### src/hdl/htrc_pkg.sv
// shared types, constants and crc helper for the humidity/temperature converter
package htrc_pkg;

  // widths
  localparam int unsigned DIV_W  = 23;  // divisor (positive linear humidity) width
  localparam int unsigned QUO_W  = 21;  // correction quotient width
  localparam int unsigned PROD_W = 39;  // fraction times divisor
  localparam int unsigned BASE_W = 24;  // signed intermediate reading

  // measurement kinds carried with each request
  localparam logic OP_TEMP  = 1'b0;
  localparam logic OP_HUMID = 1'b1;

  // crc-8, polynomial x^8+x^5+x^4+1, msb first
  localparam logic [8:0] CRC_POLY    = 9'h131;
  localparam logic [7:0] STATUS_MASK = 8'hF8;

  // temperature: round(17572*r/65536) - 4685
  localparam logic [14:0]        T_SPAN     = 15'd17572;
  localparam logic [31:0]        ROUND_HALF = 32'd32768;
  localparam logic signed [15:0] T_OFFSET   = 16'sd4685;

  // humidity: hn = 125*r - 6*65536
  localparam logic [6:0]         H_SPAN     = 7'd125;
  localparam logic signed [23:0] H_OFFSET   = 24'sd393216;
  localparam logic [6:0]         HUNDRED    = 7'd100;
  localparam logic signed [23:0] CORR_OFFS  = 24'sd250;
  // 25000 * 65536, divided by hn for the correction term
  localparam logic [30:0]        DIV_NUM    = 31'd1638400000;

  localparam logic signed [15:0] VALUE_MAX  = 16'sh7FFF;
  localparam logic signed [15:0] VALUE_MIN  = 16'sh8000;

  // sideband carried alongside the divider
  typedef struct packed {
    logic                op;
    logic                crc_ok;
    logic                h_pos;
    logic signed [15:0]  t_val;
    logic [13:0]         h_int;
    logic [15:0]         h_frac;
    logic [DIV_W-1:0]    hn;
  } side_t;

  typedef struct packed {
    logic signed [15:0] value;
    logic               crc_ok;
    logic               out_of_range;
  } res_t;

  function automatic logic [7:0] crc_byte(input logic [7:0] c);
    logic [7:0] v;
    v = c;
    for (int k = 0; k < 8; k++) begin
      if (v[7]) begin
        v = {v[6:0], 1'b0} ^ CRC_POLY[7:0];
      end else begin
        v = {v[6:0], 1'b0};
      end
    end
    return v;
  endfunction

endpackage

### src/hdl/humidity_temp_reading_convert_unit.sv
// top level: sensor word crc check and conversion to hundredths of degree or percent
// pipeline: 2 front, 21 divider and 3 back stages and the output register lie between an
//   accepted request and out_tvalid; everything stalls while the skid holds a result
// throughput: one request per cycle while the skid slot is free; the correction divider
//   retires one quotient bit per stage, so its 21 stages set the depth, not the rate
// reset: synchronous active-low rst_n clears every stage valid, the output and the skid
module humidity_temp_reading_convert_unit (
  input  logic        clk,
  input  logic        rst_n,
  input  logic        in_tvalid,
  output logic        in_tready,
  input  logic [23:0] in_tdata,   // raw_high [7:0], raw_low [15:8], check_byte [23:16]
  input  logic        in_tuser,   // op [0]: 0 temperature, 1 relative humidity
  output logic        out_tvalid,
  input  logic        out_tready,
  output logic [15:0] out_tdata,  // value [15:0], signed hundredths
  output logic [1:0]  out_tuser   // crc_ok [0], out_of_range [1]
);
  import htrc_pkg::*;

  // whole pipeline moves together while the skid slot is free
  logic             en;

  logic             fr_valid;
  side_t            fr_side;
  logic             dv_valid;
  side_t            dv_side;
  logic [QUO_W-1:0] dv_quo;
  logic [DIV_W-1:0] dv_rem;
  logic             bk_valid;
  res_t             bk_res;

  // output register plus one skid entry
  logic             out_valid_r;
  res_t             out_res_r;
  logic             skid_valid_r;
  res_t             skid_res_r;

  assign en        = !skid_valid_r;
  assign in_tready = en;

  // crc, masking, temperature and linear humidity
  htrc_front u_front (
    .clk       (clk),
    .rst_n     (rst_n),
    .en        (en),
    .in_valid  (in_tvalid),
    .in_op     (in_tuser),
    .in_high   (in_tdata[7:0]),
    .in_low    (in_tdata[15:8]),
    .in_check  (in_tdata[23:16]),
    .out_valid (fr_valid),
    .out_side  (fr_side)
  );

  // 25000*65536 / hn, quotient and remainder for the humidity correction
  htrc_div u_div (
    .clk       (clk),
    .rst_n     (rst_n),
    .en        (en),
    .in_valid  (fr_valid),
    .in_side   (fr_side),
    .out_valid (dv_valid),
    .out_side  (dv_side),
    .out_quo   (dv_quo),
    .out_rem   (dv_rem)
  );

  // rounding of the corrected reading, selection, saturation
  htrc_back u_back (
    .clk       (clk),
    .rst_n     (rst_n),
    .en        (en),
    .in_valid  (dv_valid),
    .in_side   (dv_side),
    .in_quo    (dv_quo),
    .in_rem    (dv_rem),
    .out_valid (bk_valid),
    .out_res   (bk_res)
  );

  // a result leaving the pipeline goes to the output register when it is free,
  // otherwise into the skid, which then holds the pipeline until it drains
  always_ff @(posedge clk) begin
    if (!rst_n) begin
      out_valid_r  <= 1'b0;
      skid_valid_r <= 1'b0;
    end else if (!out_valid_r || out_tready) begin
      if (skid_valid_r) begin
        out_valid_r  <= 1'b1;
        skid_valid_r <= 1'b0;
      end else begin
        out_valid_r  <= bk_valid;
      end
    end else if (bk_valid && en) begin
      skid_valid_r <= 1'b1;
    end
  end

  always_ff @(posedge clk) begin
    if (!out_valid_r || out_tready) begin
      if (skid_valid_r) begin
        out_res_r <= skid_res_r;
      end else begin
        out_res_r <= bk_res;
      end
    end else if (bk_valid && en) begin
      skid_res_r <= bk_res;
    end
  end

  assign out_tvalid = out_valid_r;
  assign out_tdata  = out_res_r.value;
  assign out_tuser  = {out_res_r.out_of_range, out_res_r.crc_ok};

endmodule

### src/hdl/htrc_front.sv
// front stages: crc check, status masking, temperature scaling, linear humidity
module htrc_front (
  input  logic           clk,
  input  logic           rst_n,
  input  logic           en,
  input  logic           in_valid,
  input  logic           in_op,
  input  logic [7:0]     in_high,
  input  logic [7:0]     in_low,
  input  logic [7:0]     in_check,
  output logic           out_valid,
  output htrc_pkg::side_t out_side
);
  import htrc_pkg::*;

  logic [15:0]        raw;
  logic [22:0]        h_span;
  logic               v1_r;
  logic               op1_r;
  logic [7:0]         lo1_r;
  logic [7:0]         chk1_r;
  logic [7:0]         crc1_r;
  logic [30:0]        tprod1_r;
  logic signed [23:0] hn1_r;
  logic               v2_r;
  side_t              side2_r;
  side_t              side2_nxt;
  logic [31:0]        tround;
  logic [29:0]        h100;

  assign raw    = {in_high, in_low & STATUS_MASK};
  assign h_span = 23'(raw) * 23'(H_SPAN);

  // stage 1: first crc byte, scaling products
  always_ff @(posedge clk) begin
    if (!rst_n) begin
      v1_r <= 1'b0;
    end else if (en) begin
      v1_r <= in_valid;
    end
  end

  always_ff @(posedge clk) begin
    if (en) begin
      op1_r    <= in_op;
      lo1_r    <= in_low;
      chk1_r   <= in_check;
      crc1_r   <= crc_byte(in_high);
      tprod1_r <= 31'(raw) * 31'(T_SPAN);
      hn1_r    <= $signed({1'b0, h_span}) - H_OFFSET;
    end
  end

  // stage 2: second crc byte, rounding, humidity times hundred
  assign tround = {1'b0, tprod1_r} + ROUND_HALF;
  assign h100   = 30'(hn1_r[22:0]) * 30'(HUNDRED);

  always_comb begin
    side2_nxt        = '0;
    side2_nxt.op     = op1_r;
    side2_nxt.crc_ok = (crc_byte(crc1_r ^ lo1_r) == chk1_r);
    side2_nxt.h_pos  = !hn1_r[23] && (hn1_r != '0);
    side2_nxt.t_val  = $signed(tround[31:16]) - T_OFFSET;
    side2_nxt.h_int  = h100[29:16];
    side2_nxt.h_frac = h100[15:0];
    side2_nxt.hn     = hn1_r[22:0];
  end

  always_ff @(posedge clk) begin
    if (!rst_n) begin
      v2_r <= 1'b0;
    end else if (en) begin
      v2_r <= v1_r;
    end
  end

  always_ff @(posedge clk) begin
    if (en) begin
      side2_r <= side2_nxt;
    end
  end

  assign out_valid = v2_r;
  assign out_side  = side2_r;

endmodule

### src/hdl/htrc_div.sv
// pipelined restoring divider: constant numerator over linear humidity, one bit per stage
module htrc_div (
  input  logic                       clk,
  input  logic                       rst_n,
  input  logic                       en,
  input  logic                       in_valid,
  input  htrc_pkg::side_t            in_side,
  output logic                       out_valid,
  output htrc_pkg::side_t            out_side,
  output logic [htrc_pkg::QUO_W-1:0] out_quo,
  output logic [htrc_pkg::DIV_W-1:0] out_rem
);
  import htrc_pkg::*;

  logic             v_in   [QUO_W];
  side_t            side_in[QUO_W];
  logic [DIV_W-1:0] rem_in [QUO_W];
  logic [QUO_W-1:0] quo_in [QUO_W];
  logic             v_r    [QUO_W];
  side_t            side_r [QUO_W];
  logic [DIV_W-1:0] rem_r  [QUO_W];
  logic [QUO_W-1:0] quo_r  [QUO_W];

  for (genvar g = 0; g < QUO_W; g++) begin : g_stage
    logic [DIV_W:0] rem2;
    logic [DIV_W:0] diff;
    logic           ge;

    if (g == 0) begin : g_first
      // numerator bits above the quotient width seed the remainder
      assign v_in[g]    = in_valid;
      assign side_in[g] = in_side;
      assign rem_in[g]  = DIV_W'(DIV_NUM >> QUO_W);
      assign quo_in[g]  = '0;
    end else begin : g_next
      assign v_in[g]    = v_r[g-1];
      assign side_in[g] = side_r[g-1];
      assign rem_in[g]  = rem_r[g-1];
      assign quo_in[g]  = quo_r[g-1];
    end

    assign rem2 = {rem_in[g], DIV_NUM[QUO_W-1-g]};
    assign diff = rem2 - {1'b0, side_in[g].hn};
    assign ge   = (rem2 >= {1'b0, side_in[g].hn});

    always_ff @(posedge clk) begin
      if (!rst_n) begin
        v_r[g] <= 1'b0;
      end else if (en) begin
        v_r[g] <= v_in[g];
      end
    end

    always_ff @(posedge clk) begin
      if (en) begin
        side_r[g] <= side_in[g];
        rem_r[g]  <= ge ? diff[DIV_W-1:0] : rem2[DIV_W-1:0];
        quo_r[g]  <= {quo_in[g][QUO_W-2:0], ge};
      end
    end
  end

  assign out_valid = v_r[QUO_W-1];
  assign out_side  = side_r[QUO_W-1];
  assign out_quo   = quo_r[QUO_W-1];
  assign out_rem   = rem_r[QUO_W-1];

endmodule

### src/hdl/htrc_back.sv
// back stages: correction rounding, kind selection and saturation
module htrc_back (
  input  logic                       clk,
  input  logic                       rst_n,
  input  logic                       en,
  input  logic                       in_valid,
  input  htrc_pkg::side_t            in_side,
  input  logic [htrc_pkg::QUO_W-1:0] in_quo,
  input  logic [htrc_pkg::DIV_W-1:0] in_rem,
  output logic                       out_valid,
  output htrc_pkg::res_t             out_res
);
  import htrc_pkg::*;

  // stage 1: fraction product, integer part
  logic                     v1_r;
  logic                     op1_r, ok1_r, pos1_r;
  logic signed [15:0]       tval1_r;
  logic [DIV_W-1:0]         hn1_r;
  logic [DIV_W-1:0]         rem1_r;
  logic [PROD_W-1:0]        prod1_r;
  logic signed [BASE_W-1:0] base1_r;
  logic signed [BASE_W-1:0] base_nxt;

  assign base_nxt = $signed(BASE_W'(in_side.h_int)) - $signed(BASE_W'(in_quo)) + CORR_OFFS;

  always_ff @(posedge clk) begin
    if (!rst_n) begin
      v1_r <= 1'b0;
    end else if (en) begin
      v1_r <= in_valid;
    end
  end

  always_ff @(posedge clk) begin
    if (en) begin
      op1_r   <= in_side.op;
      ok1_r   <= in_side.crc_ok;
      pos1_r  <= in_side.h_pos;
      tval1_r <= in_side.t_val;
      hn1_r   <= in_side.hn;
      rem1_r  <= in_rem;
      prod1_r <= PROD_W'(in_side.h_frac) * PROD_W'(in_side.hn);
      base1_r <= base_nxt;
    end
  end

  // stage 2: fraction f/65536 + 1/2 - rem/hn decides a step of one either way
  logic [PROD_W:0]          hn_sh, rem_sh, prod_x;
  logic                     up, dn;
  logic signed [BASE_W-1:0] val_nxt;
  logic                     v2_r;
  logic                     op2_r, ok2_r, pos2_r;
  logic signed [15:0]       tval2_r;
  logic signed [BASE_W-1:0] val2_r;

  assign hn_sh   = (PROD_W+1)'({hn1_r, 15'b0});
  assign rem_sh  = (PROD_W+1)'({rem1_r, 16'b0});
  assign prod_x  = (PROD_W+1)'(prod1_r);
  assign up      = (prod_x >= hn_sh + rem_sh);
  assign dn      = (prod_x + hn_sh < rem_sh);
  assign val_nxt = base1_r + $signed(BASE_W'(up)) - $signed(BASE_W'(dn));

  always_ff @(posedge clk) begin
    if (!rst_n) begin
      v2_r <= 1'b0;
    end else if (en) begin
      v2_r <= v1_r;
    end
  end

  always_ff @(posedge clk) begin
    if (en) begin
      op2_r   <= op1_r;
      ok2_r   <= ok1_r;
      pos2_r  <= pos1_r;
      tval2_r <= tval1_r;
      val2_r  <= val_nxt;
    end
  end

  // stage 3: select and saturate
  logic v3_r;
  res_t res3_r;
  res_t res_nxt;

  always_comb begin
    res_nxt = '0;
    if (!ok2_r) begin
      res_nxt = '0;
    end else if (op2_r == OP_TEMP) begin
      res_nxt.crc_ok = 1'b1;
      res_nxt.value  = tval2_r;
    end else if (!pos2_r) begin
      res_nxt.crc_ok       = 1'b1;
      res_nxt.value        = VALUE_MIN;
      res_nxt.out_of_range = 1'b1;
    end else if (val2_r > BASE_W'(VALUE_MAX)) begin
      res_nxt.crc_ok       = 1'b1;
      res_nxt.value        = VALUE_MAX;
      res_nxt.out_of_range = 1'b1;
    end else if (val2_r < BASE_W'(VALUE_MIN)) begin
      res_nxt.crc_ok       = 1'b1;
      res_nxt.value        = VALUE_MIN;
      res_nxt.out_of_range = 1'b1;
    end else begin
      res_nxt.crc_ok = 1'b1;
      res_nxt.value  = val2_r[15:0];
    end
  end

  always_ff @(posedge clk) begin
    if (!rst_n) begin
      v3_r <= 1'b0;
    end else if (en) begin
      v3_r <= v2_r;
    end
  end

  always_ff @(posedge clk) begin
    if (en) begin
      res3_r <= res_nxt;
    end
  end

  assign out_valid = v3_r;
  assign out_res   = res3_r;

endmodule

### config.mk
export PLATFORM = sky130hd
export DESIGN_NAME = humidity_temp_reading_convert_unit
export DESIGN_NICKNAME = d
export VERILOG_FILES = /design/src/hdl/htrc_pkg.sv /design/src/hdl/humidity_temp_reading_convert_unit.sv /design/src/hdl/htrc_front.sv /design/src/hdl/htrc_div.sv /design/src/hdl/htrc_back.sv
export SDC_FILE = /design/constraint.sdc
export NUM_CORES = 2
export LEC_CHECK = 0
export ABC_AREA = 1
export ABC_CLOCK_PERIOD_IN_PS = 142100
export BUFFER_PORTS_ARGS = -buffer_cell sky130_fd_sc_hd__buf_2
export CORE_MARGIN = 5
export CORE_UTILIZATION = 35
export CTS_BUF_LIST = sky130_fd_sc_hd__clkbuf_16
export DETAILED_ROUTE_END_ITERATION = 10
export PLACE_DENSITY_LB_ADDON = 0.25
export RECOVER_POWER = 25
export SETUP_SLACK_MARGIN = 0.2
export SYNTH_ARGS = -nofsm -noshare
export SYNTH_HDL_FRONTEND = slang
export SYNTH_SLANG_ARGS = --single-unit
### constraint.sdc
create_clock -name clk -period 142.1 [get_ports clk]
set_input_delay 28.42 -clock clk [delete_from_list [all_inputs] [get_ports clk]]
set_output_delay 28.42 -clock clk [all_outputs]
set_load 0.1 [all_outputs]
### Word-level counts from Yosys, hierarchy flattened

Memories as Yosys holds them, arrays and structs flattened. A register that Yosys moved wholly into a read port is not among the register bits.
Cells that the tools add are included.
W data, S select, Z words.

| storage, ports and cells | value |
|---|---|
| bits in registers | 353 |
| bits in latches | 0 |
| RAM bits | 2,457 |
| ROM bits | 0 |
| input port bits | 29 |
| word-level logic and storage cells | 234 |
| memories | 4 |

Memories:

| memory | words | width | rd ports | clocked after memory_dff | write ports | RTL line | RTL |
|---|---|---|---|---|---|---|---|
| u_div.side_r | 21 | 72 | 21 | 0 | 21 | htrc_div.sv:20 | `side_t side_r [QUO_W];` |
| u_div.rem_r | 21 | 23 | 21 | 1 | 21 | htrc_div.sv:21 | `logic [DIV_W-1:0] rem_r [QUO_W];` |
| u_div.quo_r | 21 | 21 | 21 | 0 | 21 | htrc_div.sv:22 | `logic [QUO_W-1:0] quo_r [QUO_W];` |
| u_div.v_r | 21 | 1 | 21 | 1 | 21 | htrc_div.sv:19 | `logic v_r [QUO_W];` |

| operators by class | value |
|---|---|
| add/sub/neg operators | 30 |
| multiply operators | 4 |
| div/mod/pow operators | 0 |
| $lt $le $gt $ge | 25 |
| equal/unequal tests | 1 |
| shift-type cells | 0 |
| multiplexer cells | 76 |
| bitwise operators | 40 |
| reductions and logical operators | 13 |

Operators by type and width:

| cell | number |
|---|---|
| $mux W23 | 21 |
| $ge A24 B23 Y1 | 20 |
| $sub A23 B23 Y23 | 20 |
| $mux W6 | 16 |
| $mux W8 | 7 |
| $mux W18 | 3 |
| $not A3 Y3 | 16 |
| $add A38 B39 Y40 | 1 |
| $add A39 B38 Y40 | 1 |
| $ge A39 B40 Y1 | 1 |
| $lt A40 B39 Y1 | 1 |
| $mul A16 B23 Y39 | 1 |
| $mux W17 | 2 |
| $add A31 B16 Y32 const B | 1 |
| $mul A23 B5 Y28 const B | 1 |
| $mux W1 | 27 |
| $mul A13 B13 Y26 const B | 1 |
| $add A24 B2 Y24 | 1 |
| $add A24 B9 Y24 const B | 1 |
| $gt A24 B16 Y1 const B | 1 |
| $lt A24 B16 Y1 const B | 1 |
| $reduce_bool A24 Y1 | 1 |
| $sub A23 B19 Y24 const B | 1 |
| $sub A24 B2 Y24 | 1 |
| other kinds (14) | 42 |

### Depth between registers and ports, before layout

| depth | value |
|---|---|
| depth in word-level cells | 23 |
| gate-level depth with buffers | 30 |

### Modules after synthesis

From an unflattened synthesis, not the netlist that was laid out.

| second synthesis, totals | value |
|---|---|
| cells, all modules | 15,654 |
| area total of the unflattened synthesis | 148,563.7 sq um |

Modules (own cells, without submodules):

| module | times used | cells an instance | area an instance (sq um) | seq. area each (sq um) |
|---|---|---|---|---|
| htrc_div | 1 | 11,237 | 110,467.2 | 67,464.7 |
| htrc_back | 1 | 3,017 | 24,796.3 | 5,705.5 |
| htrc_front | 1 | 1,294 | 11,906.4 | 3,673.5 |
| humidity_temp_reading_convert_unit | 1 | 106 | 1,393.8 | 1,121.1 |

### Worst setup path before layout

No wires, ideal clock.

| timing path | value |
|---|---|
| kind | reg2out |
| from | register skid_valid_r |
| to | output in_tready |
| arrival | 61,195 ps |
| required time | 113,680 ps |
| setup slack | 52,485 ps |
| stages on the path, launching flop included | 3 |
| path buffers | 1 |
| cells stage by stage | dfxtp_1 inv_1 clkbuf_1 |

| on the way | value |
|---|---|
| cells in the longest elaborated chain, start to end | 1 |

RTL lines:

| what | RTL line | RTL |
|---|---|---|
| start, declared | humidity_temp_reading_convert_unit.sv:36 | `logic skid_valid_r;` |
| start signal, assigned | humidity_temp_reading_convert_unit.sv:87 | `skid_valid_r <= 1'b0;` |
| start signal, assigned | humidity_temp_reading_convert_unit.sv:91 | `skid_valid_r <= 1'b0;` |
| start signal, assigned | humidity_temp_reading_convert_unit.sv:96 | `skid_valid_r <= 1'b1;` |
| $logic_not A1 Y1 | humidity_temp_reading_convert_unit.sv:39 | `assign en = !skid_valid_r;` |
| end, declared | humidity_temp_reading_convert_unit.sv:11 | `output logic in_tready,` |

Every way passes these cells.

### Final worst setup path

| timing path | value |
|---|---|
| from | input in_tdata[13] |
| to | register u_front.hn1_r[21], data pin |

| on the way | value |
|---|---|
| cells in the longest elaborated chain, start to end | 2 |

RTL lines:

| what | RTL line | RTL |
|---|---|---|
| start, declared | humidity_temp_reading_convert_unit.sv:12 | `input logic [23:0] in_tdata,` |
| $mul A13 B7 Y20 | htrc_front.sv:32 | `assign h_span = 23'(raw) * 23'(H_SPAN);` |
| $sub A23 B19 Y24 | htrc_front.sv:50 | `hn1_r <= $signed({1'b0, h_span}) - H_OFFSET;` |
| end signal, assigned | htrc_front.sv:50 |  |
| end, declared | htrc_front.sv:24 | `logic signed [23:0] hn1_r;` |

Every way passes these cells.
A chain may end at the register's enable or synchronous reset.

==> results.sh <==
export IMPL_cts_resized=0
export IMPL_io_pins=49
export IMPL_die_w_um=589
export IMPL_clk_pin_slew_worst_paths_ns=0.06
export IMPL_yosys_warnings=0
export IMPL_core_um2=334000
export IMPL_seq_area_frac_synth_pct=58.4
export IMPL_grt_usage_pct=15.3
export IMPL_path_max_fanout=10
export IMPL_ys_ff_latch=2290
export IMPL_overflow=0
export IMPL_syn_mean_instance_area_um2=11.4
export IMPL_clkLatencyLatePin_ns=0.88
export IMPL_via_count=73000
export IMPL_synth_ff_type="edfxtp_1"
export IMPL_synth_edf_count=2282
export IMPL_timing_rr_start="u_back.hn1_r[7]"
export IMPL_startpoint="in_tdata[13]"
export IMPL_initial_utilization_pct=35.2
export IMPL_cts_buffers=262
export IMPL_place_hpwl_mm=203
export IMPL_dr_pass1_iters=6
export IMPL_path_class="in -> reg"
export IMPL_io_buffers=48
export IMPL_vias_per_cell=4.82
export IMPL_dpl_cell_count=14700
export IMPL_cts_root_buf="clkbuf_16"
export IMPL_final_cell_area_um2=131000
export IMPL_totalWireLength_mm=270
export IMPL_antenna_left=0
export IMPL_drc=0
export IMPL_yosysMostFrequentCell="edfxtp_1"
export IMPL_post_cts_buffers=0
export IMPL_layout_drive_gt1_share_pct=5.34
export IMPL_placed_cell_area_um2=123000
export IMPL_syn_cell_area_um2=118000
export IMPL_gp_congestion=0.876
export IMPL_min_to="u_div.side_r[0][253]"
export IMPL_finalCritPeriodShare_pct=22.5
export IMPL_grt_pass1_wl_mm=427
export IMPL_synth_cells=10300
export IMPL_synth_area_leader_cell="edfxtp_1"
export IMPL_endpoint_kind="register"
export IMPL_skew_ns=0.0505
export IMPL_hp_class="reg -> reg"
export IMPL_yosys_top_cells_area="edfxtp_1 (58%), ha_1 (8.9%), nand2_1 (6.2%)"
export IMPL_cap_violations=0
export IMPL_final_cell_count_no_fill=15100
export IMPL_syn_to_final_growth_pct=11.5
export IMPL_drt_iter0_drc=4611
export IMPL_slew_headroom_pct=24.2
export IMPL_worst_slew_pin_slew_ns=1.14
export IMPL_async_flop_share_pct=0
export IMPL_rr_worst_depth=28
export IMPL_clock_path_buffers=4
export IMPL_first_global_vias=75200
export IMPL_setup_viol=0
export IMPL_fin_crit_ns=32.02
export IMPL_final_nets=11700
export IMPL_worstPathRequired_ns=142.70
export IMPL_fmax_mhz=31.2
export IMPL_ys_types=60
export IMPL_status="finished clean"
export IMPL_antenna_found_initial=6
export IMPL_finalHoldViolations=0
export IMPL_fin_tns_setup_ns=0
export IMPL_cts_htree_levels=5
export IMPL_synth_top_cell_area_share_pct=58.3
export IMPL_cts_sinks=2290
export IMPL_synth_commonest_cells="edfxtp_1 (2282), nand2_1 (1952), inv_1 (1484), ha_1 (835), a21oi_1 (670)"
export IMPL_wl_per_cell_um=17.9
export IMPL_min_from="u_div.side_r[0][181]"
export IMPL_hold_buffers=0
export IMPL_ff2ff_setup_slack_ns=135.75
export IMPL_rows=212
export IMPL_min_path_cells=0
export IMPL_rsz0062_at_grt="no"
export IMPL_arrival_ns=32.63
export IMPL_regToRegEndpoint="u_back.val2_r[14]"
export IMPL_drv_slew=0
export IMPL_grt_start_max_net_pins=183
export IMPL_chipHeight_um=589
export IMPL_cts_tree="done"
export IMPL_crit_path_start_kind="primary input"
export IMPL_die_area_um2=348000
[layer usage]
metal | wire length [µm] | GRT usage [%]
met1 | 121000 | 19.9
met2 | 132000 | 26.8
met3 | 9680 | 2.26
met4 | 7210 | 4.04
met5 | 0 | 0
[cell families (layout without fill, tap and decap cells)]
group,count (synthesis),count (layout),share of synthesized area [%]
simple gates,3251,3251,11.7
flops,2290,2290,58.4
buf+inv,1622,2040,5.40
compound gates,1572,1572,7.48
fa+ha+maj,1099,1099,13.4
xor+xnor,482,482,3.62
other cells,1,8,0.00319
[cell usage in the layout, fill, tap and decap left out, types with 264 or more instances in the layout]
master	Yosys	routed
xor2_1	265	265
nand3_1	328	328
fa_1	264	264
edfxtp_1	2282	2282
nand2_1	1952	1951
o21ai_0	420	420
a21oi_1	670	670
inv_1	1484	1526
ha_1	835	835
clkbuf_16	0	265
nor2_1	571	571
[flip-flops by register name, indices dropped and copies added, names as in the netlist, 2 cells and up]
name,cells
u_div.side_r,1281
u_div.rem_r,420
u_div.quo_r,231
u_front.out_side,61
u_back.prod1_r,30
u_back.base1_r,24
u_back.val2_r,24
u_div.v_r,21
u_back.rem1_r,20
u_back.hn1_r,19
u_front.hn1_r,19
skid_res_r,18
u_back.out_res,18
out_tdata,16
u_back.tval1_r,16
u_back.tval2_r,16
u_front.tprod1_r,16
u_front.chk1_r,8
u_front.crc1_r,8
u_front.lo1_r,8
out_tuser,2
[final cells by class]
class	count	area [µm²]
Fill cell	32100	203000
Sequential cell	2290	68700
Multi-Input combinational cell	6410	42500
Clock buffer	265	6630
Inverter	1499	5630
Tap cell	4387	5490
Clock inverter	196	1510
Timing Repair Buffer	80	531
Antenna cell	2	5.00
[worst max-delay path by stage]
stage,endpoint,slack [ns],depth (start not counted)
2_1_floorplan,in_tready,52.49,2
3_3_place_gp,u_front.hn1_r[21],109.07,19
3_5_place_dp,u_front.hn1_r[21],109.16,19
4_1_cts,u_front.hn1_r[21],110.14,19
5_1_grt,u_front.hn1_r[21],109.90,19
6_report,u_front.hn1_r[21],110.08,19
[per-stage QoR]
| stage | setup WS (ns) | hold slack, ns | util, % |
|---|---|---|---|
| 6_report | 110.08 | 0.386 | 39.2 |
| 5_1_grt | 109.90 | 0.399 | 39.2 |
| 4_1_cts | 110.14 | 0.392 | 39.2 |
| 3_5_place_dp | 109.16 | 0.405 | 36.8 |
| 3_3_place_gp | 109.07 | 0.400 | 36.8 |
| 2_1_floorplan | 52.49 | 0.400 | - |
[worst max-delay path, stage by stage]
cell	delay, ns
buf_2	0.32
fa_1	0.53
inv_1	0.10
fa_1	0.44
fa_1	0.52
inv_1	0.05
fa_1	0.45
ha_1	0.36
a21oi_1	0.16
nand2_1	0.12
nand2_1	0.09
nand3_1	0.11
a21oi_1	0.21
inv_1	0.06
nand2_1	0.06
nand2_1	0.07
ha_1	0.20
nand3b_1	0.20
xnor2_1	0.15
Power is not shown: default switching activity piles up to over one toggle a cycle in this logic, so the estimate is an artifact.
